==> config.mk <==
export PLATFORM = sky130hd
export DESIGN_NAME = fifo_tlb_top
export DESIGN_NICKNAME = d
export VERILOG_FILES = /design/src/rtl/fifo_tlb_pkg.sv /design/src/rtl/fifo_tlb_ctrl.sv /design/src/rtl/fifo_tlb_dp.sv /design/src/rtl/fifo_tlb_top.sv
export SDC_FILE = /design/constraint.sdc
export NUM_CORES = 1
export LEC_CHECK = 0
export BUFFER_PORTS_ARGS = -buffer_cell sky130_fd_sc_hd__buf_4
export CAP_MARGIN = 20
export CORE_ASPECT_RATIO = 1.25
export CORE_MARGIN = 2
export CORE_UTILIZATION = 34
export CTS_BUF_LIST = sky130_fd_sc_hd__clkbuf_16
export CTS_CLUSTER_SIZE = 16
export DETAILED_ROUTE_END_ITERATION = 16
export GPL_ROUTABILITY_DRIVEN = 0
export SYNTH_ARGS = -nofsm -noshare
export SYNTH_HDL_FRONTEND = slang
export SYNTH_SLANG_ARGS = --single-unit
==> constraint.sdc <==
create_clock -name clock -period 15.95 [get_ports clock]
set_input_delay 0.7975 -clock clock [delete_from_list [all_inputs] [get_ports clock]]
set_output_delay 0.7975 -clock clock [all_outputs]
set_load 0.02 [all_outputs]
==> src/rtl/fifo_tlb_pkg.sv <==
`timescale 1ns / 1ps
`default_nettype none
// ----------------------------------------------------------------------------
// fifo_tlb_pkg: shared definitions for the FIFO translation buffer
// Operation codes, default sizes and the command bundle that the controller
// sends to the datapath.
// ----------------------------------------------------------------------------
package fifo_tlb_pkg;

   // Fixed widths of the request and response fields.
   localparam int OP_W    = 2;
   localparam int PAGE_W  = 16;
   localparam int FRAME_W = 16;

   // Default sizes of the translation store.
   localparam int ENTRIES_DEF    = 16;
   localparam int PAGE_BITS_DEF  = 16;
   localparam int FRAME_BITS_DEF = 16;

   // Operation codes carried on the op field.
   typedef logic [OP_W-1:0] op_type;
   localparam op_type OP_LOOKUP     = 2'd0;
   localparam op_type OP_INSERT     = 2'd1;
   localparam op_type OP_INVALIDATE = 2'd2;

   // Commands from the controller to the datapath.
   typedef struct packed {
      logic capture;   // latch the request fields on an input transfer
      logic pick;      // search the ring and register the chosen slot
      logic commit;    // update the store and load the response register
   } dp_cmd_type;

endpackage
`default_nettype wire

==> src/rtl/fifo_tlb_ctrl.sv <==
`timescale 1ns / 1ps
`default_nettype none
// ----------------------------------------------------------------------------
// fifo_tlb_ctrl: sequencing controller
// Walks each request through a search state and a commit state, owns the
// handshake signals and tells the datapath when to act.
// ----------------------------------------------------------------------------
module fifo_tlb_ctrl (
   input  wire logic                    clock,
   input  wire logic                    reset,
   input  wire logic                    req_valid,
   output logic                         req_stall,
   output logic                         rsp_valid,
   input  wire logic                    rsp_stall,
   output fifo_tlb_pkg::dp_cmd_type     cmd
);

   typedef enum logic [1:0] {
      S_IDLE,
      S_MATCH,
      S_EXEC
   } state_type;

   state_type state_ff, state_in;
   logic      rsp_valid_ff, rsp_valid_in;
   logic      rsp_free;
   logic      req_take;

   // The response register can take a new result when empty or being drained.
   assign rsp_free  = !rsp_valid_ff || !rsp_stall;

   // Requests are taken when idle or in the cycle that finishes the current one.
   assign req_stall = !((state_ff == S_IDLE) || ((state_ff == S_EXEC) && rsp_free));
   assign req_take  = req_valid && !req_stall;
   assign rsp_valid = rsp_valid_ff;

   // Commands to the datapath.
   assign cmd.capture = req_take;
   assign cmd.pick    = (state_ff == S_MATCH);
   assign cmd.commit  = (state_ff == S_EXEC) && rsp_free;

   // Next state and response valid.
   always_comb begin
      state_in     = state_ff;
      rsp_valid_in = rsp_valid_ff && rsp_stall;
      unique case (state_ff)
         S_IDLE: begin
            if (req_take) begin
               state_in = S_MATCH;
            end
         end
         S_MATCH: begin
            state_in = S_EXEC;
         end
         S_EXEC: begin
            if (rsp_free) begin
               rsp_valid_in = 1'b1;
               state_in     = req_take ? S_MATCH : S_IDLE;
            end
         end
         default: begin
            state_in = S_IDLE;
         end
      endcase
   end

   // State and registered outputs.
   always_ff @(posedge clock) begin
      if (reset) begin
         state_ff     <= S_IDLE;
         rsp_valid_ff <= 1'b0;
      end else begin
         state_ff     <= state_in;
         rsp_valid_ff <= rsp_valid_in;
      end
   end

   // A search cycle is always followed by a commit cycle.
   a_match_then_exec: assert property (@(posedge clock) disable iff (reset)
      state_ff == S_MATCH |=> state_ff == S_EXEC)
      else $error("search cycle not followed by commit cycle");

   // Every commit leaves a response waiting.
   a_commit_loads_rsp: assert property (@(posedge clock) disable iff (reset)
      cmd.commit |=> rsp_valid_ff)
      else $error("commit did not load the response register");

   // A new response never overwrites one that is still stalled.
   a_no_overwrite: assert property (@(posedge clock) disable iff (reset)
      cmd.commit |-> !(rsp_valid_ff && rsp_stall))
      else $error("response overwritten while stalled");

endmodule
`default_nettype wire

==> src/rtl/fifo_tlb_dp.sv <==
`timescale 1ns / 1ps
`default_nettype none
// ----------------------------------------------------------------------------
// fifo_tlb_dp: translation store and search datapath
// Holds the page tags, valid bits, frame memory, ring head and occupancy,
// picks the first slot in ring order and drives the response payload.
// ----------------------------------------------------------------------------
module fifo_tlb_dp #(
   parameter int ENTRIES    = fifo_tlb_pkg::ENTRIES_DEF,
   parameter int PAGE_BITS  = fifo_tlb_pkg::PAGE_BITS_DEF,
   parameter int FRAME_BITS = fifo_tlb_pkg::FRAME_BITS_DEF
) (
   input  wire logic                              clock,
   input  wire logic                              reset,
   input  wire fifo_tlb_pkg::dp_cmd_type          cmd,
   input  wire fifo_tlb_pkg::op_type              req_op,
   input  wire logic [fifo_tlb_pkg::PAGE_W-1:0]   req_page_number,
   input  wire logic [fifo_tlb_pkg::FRAME_W-1:0]  req_frame_number,
   output logic                                   rsp_hit,
   output logic [fifo_tlb_pkg::FRAME_W-1:0]       rsp_frame_out
);

   localparam int IDX_W = $clog2(ENTRIES);
   localparam int CNT_W = $clog2(ENTRIES + 1);

   // Request registers.
   fifo_tlb_pkg::op_type    op_ff;
   logic [PAGE_BITS-1:0]    page_ff;
   logic [FRAME_BITS-1:0]   frame_ff;

   // Translation state.
   logic [PAGE_BITS-1:0]    tag_ff [ENTRIES];
   logic [FRAME_BITS-1:0]   frame_mem_ff [ENTRIES];
   logic [ENTRIES-1:0]      valid_ff;
   logic [IDX_W-1:0]        head_ff;
   logic [CNT_W-1:0]        occ_ff;

   // Search results.
   logic [IDX_W-1:0]        slot_ff;
   logic                    found_ff;
   logic                    append_ff;
   logic [FRAME_BITS-1:0]   frame_rd_ff;

   // Response payload.
   logic                    hit_ff;
   logic [fifo_tlb_pkg::FRAME_W-1:0] frame_out_ff;

   logic [PAGE_BITS+fifo_tlb_pkg::PAGE_W-1:0]   page_wide;
   logic [FRAME_BITS+fifo_tlb_pkg::FRAME_W-1:0] frame_wide;
   logic [FRAME_BITS+fifo_tlb_pkg::FRAME_W-1:0] frame_rd_wide;
   logic [ENTRIES-1:0]      match_vec;
   logic [ENTRIES-1:0]      search_vec;
   logic [2*ENTRIES-1:0]    rot_wide;
   logic [ENTRIES-1:0]      rot_vec;
   logic [IDX_W-1:0]        first_k;
   logic                    any_set;
   logic [IDX_W:0]          slot_sum;
   logic [IDX_W-1:0]        pick_slot;
   logic                    not_full;
   logic [IDX_W-1:0]        head_next;

   // Fit the request fields to the stored widths.
   assign page_wide     = {{PAGE_BITS{1'b0}}, req_page_number};
   assign frame_wide    = {{FRAME_BITS{1'b0}}, req_frame_number};
   assign frame_rd_wide = {{fifo_tlb_pkg::FRAME_W{1'b0}}, frame_rd_ff};

   // Tag compare in every slot.
   always_comb begin
      for (int i = 0; i < ENTRIES; i++) begin
         match_vec[i] = valid_ff[i] && (tag_ff[i] == page_ff);
      end
   end

   // Inserts look for empty slots, other operations for matching ones.
   assign search_vec = (op_ff == fifo_tlb_pkg::OP_INSERT) ? ~valid_ff : match_vec;

   // Rotate so that the head sits at bit zero, then take the first set bit.
   assign rot_wide = {search_vec, search_vec} >> head_ff;
   assign rot_vec  = rot_wide[ENTRIES-1:0];
   assign any_set  = |rot_vec;

   always_comb begin
      first_k = '0;
      for (int i = ENTRIES - 1; i >= 0; i--) begin
         if (rot_vec[i]) begin
            first_k = IDX_W'(i);
         end
      end
   end

   // Map the ring offset back to a slot number.
   always_comb begin
      slot_sum = {1'b0, head_ff} + {1'b0, first_k};
      if (slot_sum >= (IDX_W+1)'(ENTRIES)) begin
         slot_sum = slot_sum - (IDX_W+1)'(ENTRIES);
      end
      pick_slot = slot_sum[IDX_W-1:0];
   end

   assign not_full  = occ_ff < CNT_W'(ENTRIES);
   assign head_next = (head_ff == IDX_W'(ENTRIES - 1)) ? '0 : head_ff + IDX_W'(1);

   // Request capture and search result registers.
   always_ff @(posedge clock) begin
      if (cmd.capture) begin
         op_ff    <= req_op;
         page_ff  <= page_wide[PAGE_BITS-1:0];
         frame_ff <= frame_wide[FRAME_BITS-1:0];
      end
      if (cmd.pick) begin
         frame_rd_ff <= frame_mem_ff[pick_slot];
         found_ff    <= any_set;
         if (op_ff == fifo_tlb_pkg::OP_INSERT) begin
            append_ff <= not_full && any_set;
            slot_ff   <= (not_full && any_set) ? pick_slot : head_ff;
         end else begin
            append_ff <= 1'b0;
            slot_ff   <= pick_slot;
         end
      end
   end

   // Tag and frame storage, written by inserts.
   always_ff @(posedge clock) begin
      if (cmd.commit && (op_ff == fifo_tlb_pkg::OP_INSERT)) begin
         tag_ff[slot_ff]       <= page_ff;
         frame_mem_ff[slot_ff] <= frame_ff;
      end
   end

   // Valid bits, ring head and occupancy.
   always_ff @(posedge clock) begin
      if (reset) begin
         valid_ff <= '0;
         head_ff  <= '0;
         occ_ff   <= '0;
      end else if (cmd.commit) begin
         unique case (op_ff)
            fifo_tlb_pkg::OP_INSERT: begin
               valid_ff[slot_ff] <= 1'b1;
               if (append_ff) begin
                  occ_ff <= occ_ff + CNT_W'(1);
               end else begin
                  head_ff <= head_next;
               end
            end
            fifo_tlb_pkg::OP_INVALIDATE: begin
               if (found_ff) begin
                  valid_ff[slot_ff] <= 1'b0;
                  if (occ_ff != '0) begin
                     occ_ff <= occ_ff - CNT_W'(1);
                  end
               end
            end
            default: begin
            end
         endcase
      end
   end

   // Response payload register.
   always_ff @(posedge clock) begin
      if (cmd.commit) begin
         unique case (op_ff)
            fifo_tlb_pkg::OP_LOOKUP: begin
               hit_ff       <= found_ff;
               frame_out_ff <= found_ff ? frame_rd_wide[fifo_tlb_pkg::FRAME_W-1:0] : '0;
            end
            fifo_tlb_pkg::OP_INVALIDATE: begin
               hit_ff       <= found_ff;
               frame_out_ff <= '0;
            end
            default: begin
               hit_ff       <= 1'b0;
               frame_out_ff <= '0;
            end
         endcase
      end
   end

   assign rsp_hit       = hit_ff;
   assign rsp_frame_out = frame_out_ff;

   // Occupancy always equals the number of valid slots.
   a_occ_tracks_valid: assert property (@(posedge clock) disable iff (reset)
      32'(occ_ff) == $countones(valid_ff))
      else $error("occupancy does not match valid slots");

   // The ring head stays inside the store.
   a_head_range: assert property (@(posedge clock) disable iff (reset)
      head_ff < IDX_W'(ENTRIES - 1) || head_ff == IDX_W'(ENTRIES - 1))
      else $error("ring head out of range");

   // An appending insert always lands on a slot that was empty.
   a_append_empty: assert property (@(posedge clock) disable iff (reset)
      cmd.commit && (op_ff == fifo_tlb_pkg::OP_INSERT) && append_ff |-> !valid_ff[slot_ff])
      else $error("append insert hit an occupied slot");

endmodule
`default_nettype wire

==> src/rtl/fifo_tlb_top.sv <==
`timescale 1ns / 1ps
`default_nettype none
// ----------------------------------------------------------------------------
// fifo_tlb_top: fully associative translation buffer, FIFO replacement
// A request carries an op (lookup, insert, invalidate), a page number and a
// frame number; every request produces exactly one response with hit and
// frame_out. Both channels transfer when valid is high and stall is low.
// Each request passes through a search step (tag compare and ring-order
// pick) and then a commit step that loads the response register; the commit
// step waits while the output register is full and stalled. A new request
// is taken in the commit cycle of the previous one.
// When the response receiver stalls, the finished result stays in the
// output register; the block still takes one more request and holds it in
// its commit cycle until the output register frees up.
// Reset empties every slot, sets the ring head and occupancy to zero and
// drops any pending response. No clearing pass is needed.
// ----------------------------------------------------------------------------
module fifo_tlb_top #(
   parameter int ENTRIES    = fifo_tlb_pkg::ENTRIES_DEF,
   parameter int PAGE_BITS  = fifo_tlb_pkg::PAGE_BITS_DEF,
   parameter int FRAME_BITS = fifo_tlb_pkg::FRAME_BITS_DEF
) (
   input  wire logic                              clock,
   input  wire logic                              reset,
   input  wire logic                              req_valid,
   output logic                                   req_stall,
   input  wire fifo_tlb_pkg::op_type              req_op,
   input  wire logic [fifo_tlb_pkg::PAGE_W-1:0]   req_page_number,
   input  wire logic [fifo_tlb_pkg::FRAME_W-1:0]  req_frame_number,
   output logic                                   rsp_valid,
   input  wire logic                              rsp_stall,
   output logic                                   rsp_hit,
   output logic [fifo_tlb_pkg::FRAME_W-1:0]       rsp_frame_out
);

   fifo_tlb_pkg::dp_cmd_type cmd;

   // Sequencing controller.
   fifo_tlb_ctrl u_ctrl (
      .clock     (clock),
      .reset     (reset),
      .req_valid (req_valid),
      .req_stall (req_stall),
      .rsp_valid (rsp_valid),
      .rsp_stall (rsp_stall),
      .cmd       (cmd)
   );

   // Translation store and search datapath.
   fifo_tlb_dp #(
      .ENTRIES    (ENTRIES),
      .PAGE_BITS  (PAGE_BITS),
      .FRAME_BITS (FRAME_BITS)
   ) u_dp (
      .clock            (clock),
      .reset            (reset),
      .cmd              (cmd),
      .req_op           (req_op),
      .req_page_number  (req_page_number),
      .req_frame_number (req_frame_number),
      .rsp_hit          (rsp_hit),
      .rsp_frame_out    (rsp_frame_out)
   );

endmodule
`default_nettype wire
==> results.py, run 1 <==
metrics = {
    "status": {
        "outcome": "finished, final reports clean",
    },
    "final_layout": {
        "fill_cells": 6810,
        "antenna_cells": 0,
        "nets": 1650,
        "layout-drive-gt1-share": 0.177,
        "syn2layout_area_growth_pct": 12.6,
        "layout.cells.non_filler": 2631,
        "fin_area_mm2": 0.0293,
    },
    "power_and_ir_drop": {
        "seqPwrFrac": 0.520,
        "leakagePower_nw": 9.39,
        "pwr-share-comb": 0.071,
        "pwr-share-clk": 0.408,
        "p_per_area_mw_per_mm2": 118,
        "p_int_mw": 2.68,
        "switchingPower_mw": 0.762,
        "p_sw_frac": 0.221,
        "ir_drop_mv": 0.0867,
        "power_mw": 3.45,
    },
    "logic_synthesis": {
        "async_reset_ff_frac": 0,
        "synth-seq-cells": 613,
        "synth_ff_type": "edfxtp_1",
        "yosysSeqAreaShare": 0.697,
        "yosys_warnings": 0,
        "yosysTopAreaCellShare": 0.675,
        "syn_nets": 1564,
        "ys_top_cells_by_area": "edfxtp_1 (68%), xnor2_1 (7.4%), mux4_2 (6.0%)",
        "yosys.cell_count.top_type": "edfxtp_1",
        "synthCells": 1517,
        "synth-edff-count": 585,
        "synth_common_cells": "edfxtp_1 (585), xnor2_1 (220), mux2i_1 (70), mux4_2 (69), nand4_1 (51)",
        "avgSynthCellArea_um2": 17.2,
        "synth_area_leader_cell": "edfxtp_1",
        "ys_types": 69,
        "netlist_area_mm2": 0.0260,
    },
    "clock_tree": {
        "clk_path_buf_depth": 3,
        "root_buffer": "clkbuf_16",
        "post_cts_buffers": 0,
        "path_clk_slew_ns": 0.06,
        "hold_buffers": 0,
        "tritoncts": "done",
        "cts_resized": 0,
        "htreeDepth": 2,
        "cts_inserted_buffers": 61,
        "cts.sinks": 613,
        "clkLatencyLatePin_ns": 0.63,
    },
    "floorplanning": {
        "dieHeight_um": 313,
        "ioPinCount": 57,
        "start_util": 0.343,
        "coreArea_mm2": 0.0759,
        "rows": 113,
        "die_area_mm2": 0.0788,
        "die_w_um": 251,
    },
    "critical_path": {
        "end_kind": "register",
        "startpoint_type": "register",
        "path_max_fanout": 42,
        "cp.arrival_ns": 6.62,
        "critPathRequiredTime_ns": 16.29,
        "r2r_cells": 18,
        "crit_type": "reg -> reg",
    },
    "global_routing": {
        "grt_pass1_vias": 13800,
        "track_usage": 0.145,
        "antenna_found_initial": 1,
        "grt_pass1_wl_mm": 86.2,
        "grt_max_degree": 66,
        "overflow": 0,
    },
    "timing": {
        "setup_viol": 0,
        "relSlewSlack": 0.325,
        "tns_ns": 0,
        "min_period_over_period": 0.393,
        "clock_skew_ns": 0.0224,
        "min_period_ns": 6.27,
        "slew_viol_final": 0,
        "max_freq_mhz": 159,
        "hold_violations": 0,
        "finalWorstSetupSlack_ns": 9.68,
        "tightest_slew_ns": 1.01,
        "rsz0062_at_grt": "false",
    },
    "place": {
        "dp_slack_ns": 9.66,
        "postPlaceCellArea_mm2": 0.0273,
        "dp_hpwl_mm": 31.6,
        "dp_cells": 2517,
        "io_buffers": 56,
    },
    "worst_hold_path": {
        "hp-class": "in -> reg",
        "whs_path_depth": 1,
    },
    "drt": {
        "num_vias": 13300,
        "post_drt_wl_per_cell_um": 21.6,
        "vias_per_cell": 5.04,
        "drc": 0,
        "ant_nets": 0,
        "wirelength_mm": 57.0,
        "drt-initial-drc-count": 932,
        "first_pass_iters": 5,
    },
    "flow_run": {
        "max_cap_violations": 0,
    },
}
[stage by stage]
stage | hold WS (ns) | utilization
floorplan | 0.448 | -
global placement | 0.470 | 0.360
detailed placement | 0.473 | 0.360
CTS | 0.304 | 0.386
global route | 0.311 | 0.386
finish | 0.349 | 0.386
[final cells by class]
class	instances	area (um^2)	share of cell area
well taps	977	1220	0.0417
multi-input cells	805	7160	0.244
clock buffers	63	1580	0.0538
repair buffers	98	736	0.0251
flip-flops and latches	613	18100	0.619
clock inverters	51	383	0.0131
inverters	24	90.1	0.00307
[sequential cells by signal (all words and copies together), names as in the netlist, named ones only]
signal              flops
u_dp.frame_mem_ff     256
u_dp.tag_ff           256
u_dp.frame_ff          16
u_dp.frame_rd_ff       16
u_dp.page_ff           16
u_dp.rsp_frame_out     16
u_dp.occ_ff             5
u_dp.head_ff            4
u_dp.slot_ff            4
u_ctrl.state_ff         2
u_dp.op_ff              2
u_ctrl.rsp_valid        1
u_dp.append_ff          1
u_dp.found_ff           1
u_dp.rsp_hit            1
[layout by cell type, fill, tap and decap left out, drive strengths merged, types with 3 or more instances in the layout]
master      n
nor2       49
o21a        3
nand3      29
ha          7
mux2       12
and3        4
inv        40
nor2b      10
mux4       72
a31oi      12
nand2      31
nor4        8
nor3       31
mux2i      70
buf        98
dfxtp      28
o22ai       4
o211ai      6
clkinv     23
xnor2     221
o21ai      28
nand2b      8
edfxtp    585
a211oi      9
a21o        4
xor2       43
a22oi       3
a21oi      42
clkinvlp    7
and2       21
nand4      51
bufinv      5
clkbuf     63
[power groups by stage]
stage,Sequential (mW),Combinational (mW),Clock [mW]
after global placement,1.83,0.247,0
after CTS,1.79,0.251,1.44
after global routing,1.79,0.269,1.50
after floorplan,1.83,0.189,0
after detailed placement,1.83,0.249,0
final,1.79,0.246,1.41
[routing by layer]
layer	part of all wire	wire, um	track usage
met2	0.50	28700	0.253
met1	0.43	24500	0.187
met5	0	0	0
met4	0.021	1170	0.0415
met3	0.046	2630	0.0223
[kinds of logic (layout without fill, tap and decap cells)]
group                      count (synthesis)  in the layout  share of synthesized area
DFF                                      613            613                      0.697
and+or+nand+nor                          248            248                     0.0499
buffers and inverters                     99            236                     0.0304
adders and majority gates                  9              9                    0.00490
muxes                                    154            154                     0.0953
xor gates and xnor gates                 264            264                     0.0896
AOI/OAI and AO/OA                        130            130                     0.0333
[worst max-delay path, stage by stage (launching register included)]
cell and delay (ns):
edfxtp_1 0.32, buf_4 0.46, xnor2_1 0.12, nand4_1 0.11, nor3_1 0.05, a31oi_1 0.74
mux2i_1 0.21, mux4_1 0.61, nor3_1 0.24, o22a_1 0.19, o221ai_1 0.11, o311ai_0 0.15
a21oi_1 0.12, o21ai_0 0.31, ha_4 0.51, buf_4 0.76, mux4_2 0.61, mux2i_1 0.17
mux2i_1 0.09
[path summary, 6_finish.rpt]
path                                   startpoint  slack, ns                         endpoint
hold / removal                req_frame_number[5]       0.35       u_dp.frame_ff[5]$_DFFE_PP_
setup reg to reg        u_dp.page_ff[9]$_DFFE_PP_       9.68    u_dp.frame_rd_ff[1]$_DFFE_PN_
hold reg to reg   u_ctrl.state_ff[0]$_SDFFE_PP0P_       0.49  u_ctrl.state_ff[1]$_SDFFE_PP0P_
setup / recovery        u_dp.page_ff[9]$_DFFE_PP_       9.68    u_dp.frame_rd_ff[1]$_DFFE_PN_
Note: power is estimated with default switching activity, not from simulation.
==> run 2, diff against run 1 <==
==> constraint.sdc (replaced) <==
create_clock -name clock -period 5.75 [get_ports clock]
set_input_delay 0.2875 -clock clock [delete_from_list [all_inputs] [get_ports clock]]
set_output_delay 0.2875 -clock clock [all_outputs]
set_load 0.02 [all_outputs]
==> run 2 against run 1 <==
- routed wire length is 2.5% higher
- sequential share of layout area is 2.1 points lower
- largest cell class unchanged
- die area stayed put
- critical endpoint is now u_dp.frame_rd_ff[0]$_DFFE_PN_
- utilization is 1.3 points higher
- global-route usage is 0.33 points higher
- non-clock buffer count is 77 higher
- clock skew is 0.0020 ns higher
- first-iteration DRC count is 9.3% higher
==> results.py, run 2 (synthesized netlist as in run 1, its figures left out) <==
metrics = {
    "critical_path": {
        "critPathRequiredTime_ns": 6.10,
        "crit_chain": "buf_12, xnor2_1, nand4_1, nor4_1, buf_4, a21oi_2, mux4_2, and2_1, o22a_1, o221ai_1, o311ai_0, a21oi_1, o21ai_0, ha_4, fa_2, buf_12, mux4_2, mux2i_1, mux2i_1",
        "startpoint": "u_dp.page_ff[14]$_DFFE_PP_",
        "path_max_fanout": 39,
        "end_kind": "register",
        "cpPeakStageDelay_ns": 0.59,
        "startpoint_type": "register",
        "cp_slowest_cell": "fa_2",
        "crit_type": "reg -> reg",
        "r2r_start": "u_dp.page_ff[14]$_DFFE_PP_",
        "cp.arrival_ns": 5.87,
    },
    "worst_hold_path": {
        "hp-start": "reset",
        "hp-class": "in -> reg",
    },
    "floorplanning": {
        "die_area_mm2": 0.0788,
        "start_util": 0.343,
        "rows": 113,
        "coreArea_mm2": 0.0759,
        "die_w_um": 251,
        "ioPinCount": 57,
        "dieHeight_um": 313,
    },
    "global_routing": {
        "grt_max_degree": 40,
        "overflow": 0,
        "track_usage": 0.148,
        "grt_pass1_vias": 14000,
        "antenna_found_initial": 0,
        "grt_pass1_wl_mm": 88.0,
    },
    "timing": {
        "clock_skew_ns": 0.0244,
        "hold_ws_ns": 0.0573,
        "slew_viol_final": 0,
        "finalWorstSetupSlack_ns": 0.239,
        "hold_violations": 0,
        "relSlewSlack": 0.322,
        "tightest_slew_ns": 1.02,
        "min_period_ns": 5.51,
        "rsz0062_at_grt": "false",
        "setup_viol": 0,
        "tns_ns": 0,
        "min_period_over_period": 0.958,
        "max_freq_mhz": 181,
    },
    "drt": {
        "first_pass_iters": 5,
        "ant_nets": 0,
        "vias_per_cell": 5.02,
        "num_vias": 13600,
        "drt-initial-drc-count": 1019,
        "post_drt_wl_per_cell_um": 21.6,
        "drc": 0,
        "wirelength_mm": 58.4,
    },
    "clock_tree": {
        "clkLatencyLatePin_ns": 0.63,
        "tritoncts": "done",
        "clk_path_buf_depth": 3,
        "root_buffer": "clkbuf_16",
        "cts_inserted_buffers": 61,
        "path_clk_slew_ns": 0.07,
        "cts.sinks": 613,
        "htreeDepth": 2,
    },
    "final_layout": {
        "nets": 1727,
        "antenna_cells": 0,
        "layout_commonest_cell": "edfxtp_1",
        "layout-drive-gt1-share": 0.195,
        "reg_top3": "u_dp.frame_mem_ff x256, u_dp.tag_ff x256",
        "syn2layout_area_growth_pct": 16.5,
        "final_cell_mix": "edfxtp_1 (585), xnor2_1 (220), buf_4 (117)",
    },
    "place": {
        "dp_hpwl_mm": 35.1,
        "io_buffers": 56,
        "dp_slack_ns": 0.128,
    },
    "flow_run": {
        "max_cap_violations": 0,
    },
    "status": {
        "outcome": "finished, final reports clean",
    },
    "power_and_ir_drop": {
        "ir_drop_mv": 0.236,
        "leakagePower_nw": 9.89,
        "power_mw": 9.71,
        "p_per_area_mw_per_mm2": 320,
    },
}
run 2: path summary, 6_finish.rpt:
check | end | slack [ns] | cells after the start
max | u_dp.frame_rd_ff[0]$_DFFE_PN_ | 0.24 | 19
min | u_dp.occ_ff[3]$_SDFFE_PP0P_ | 0.06 | 2
max reg2reg | u_dp.frame_rd_ff[0]$_DFFE_PN_ | 0.24 | 19
min reg2reg | u_ctrl.state_ff[1]$_SDFFE_PP0P_ | 0.49 | 1
run 2: repair_timing:
item,CTS,global route
endpoints found under the hold margin,35,0
setup buffers,0,4
resized for setup,0,2
setup endpoints to repair,0,17
hold buffers,35,0
run 2: cell type report:
type	instances	area (um^2)
sequential	613	18100
clock inverter	51	430
fill	6740	45600
timing repair buffer	175	1700
tap	977	1220
multi-input combinational	805	7170
clock buffer	63	1580
inverter	24	90.1
run 2: worst max-delay path: cells and delay by family (launching register included):
family                   cells  cell delay (ns)
AO/OA/AOI/OAI                6             1.00
multiplexers                 4             1.24
adder cells (fa/ha/maj)      2             0.79
AND/OR/NAND/NOR              3             0.84
XOR/XNOR                     1             0.25
flip-flops                   1             0.41
buffers and inverters        3             0.66
run 2: report_power, final:
part	leakage [nW]	internal [mW]	switching (mW)	total, mW
registers	5.53	4.94	0.0414	4.98
clock network	1.03	2.29	1.68	3.97
logic	3.33	0.372	0.391	0.763
total	9.89	7.60	2.11	9.71
run 2: metrics by stage:
step	util	std cells	cell area [um^2]
4_1_cts	0.399	2704	30300
3_3_place_gp	0.367	2554	27900
2_1_floorplan	-	1517	26000
6_report	0.399	2708	30300
5_1_grt	0.399	2708	30300
3_5_place_dp	0.368	2555	27900
run 2: per-layer routing:
layer	vias up	global-route usage	part of all wire
li1	6153	-	-
met1	6983	0.196	0.43
met2	349	0.253	0.50
met3	98	0.0205	0.043
met4	0	0.0437	0.024
met5	-	0	0
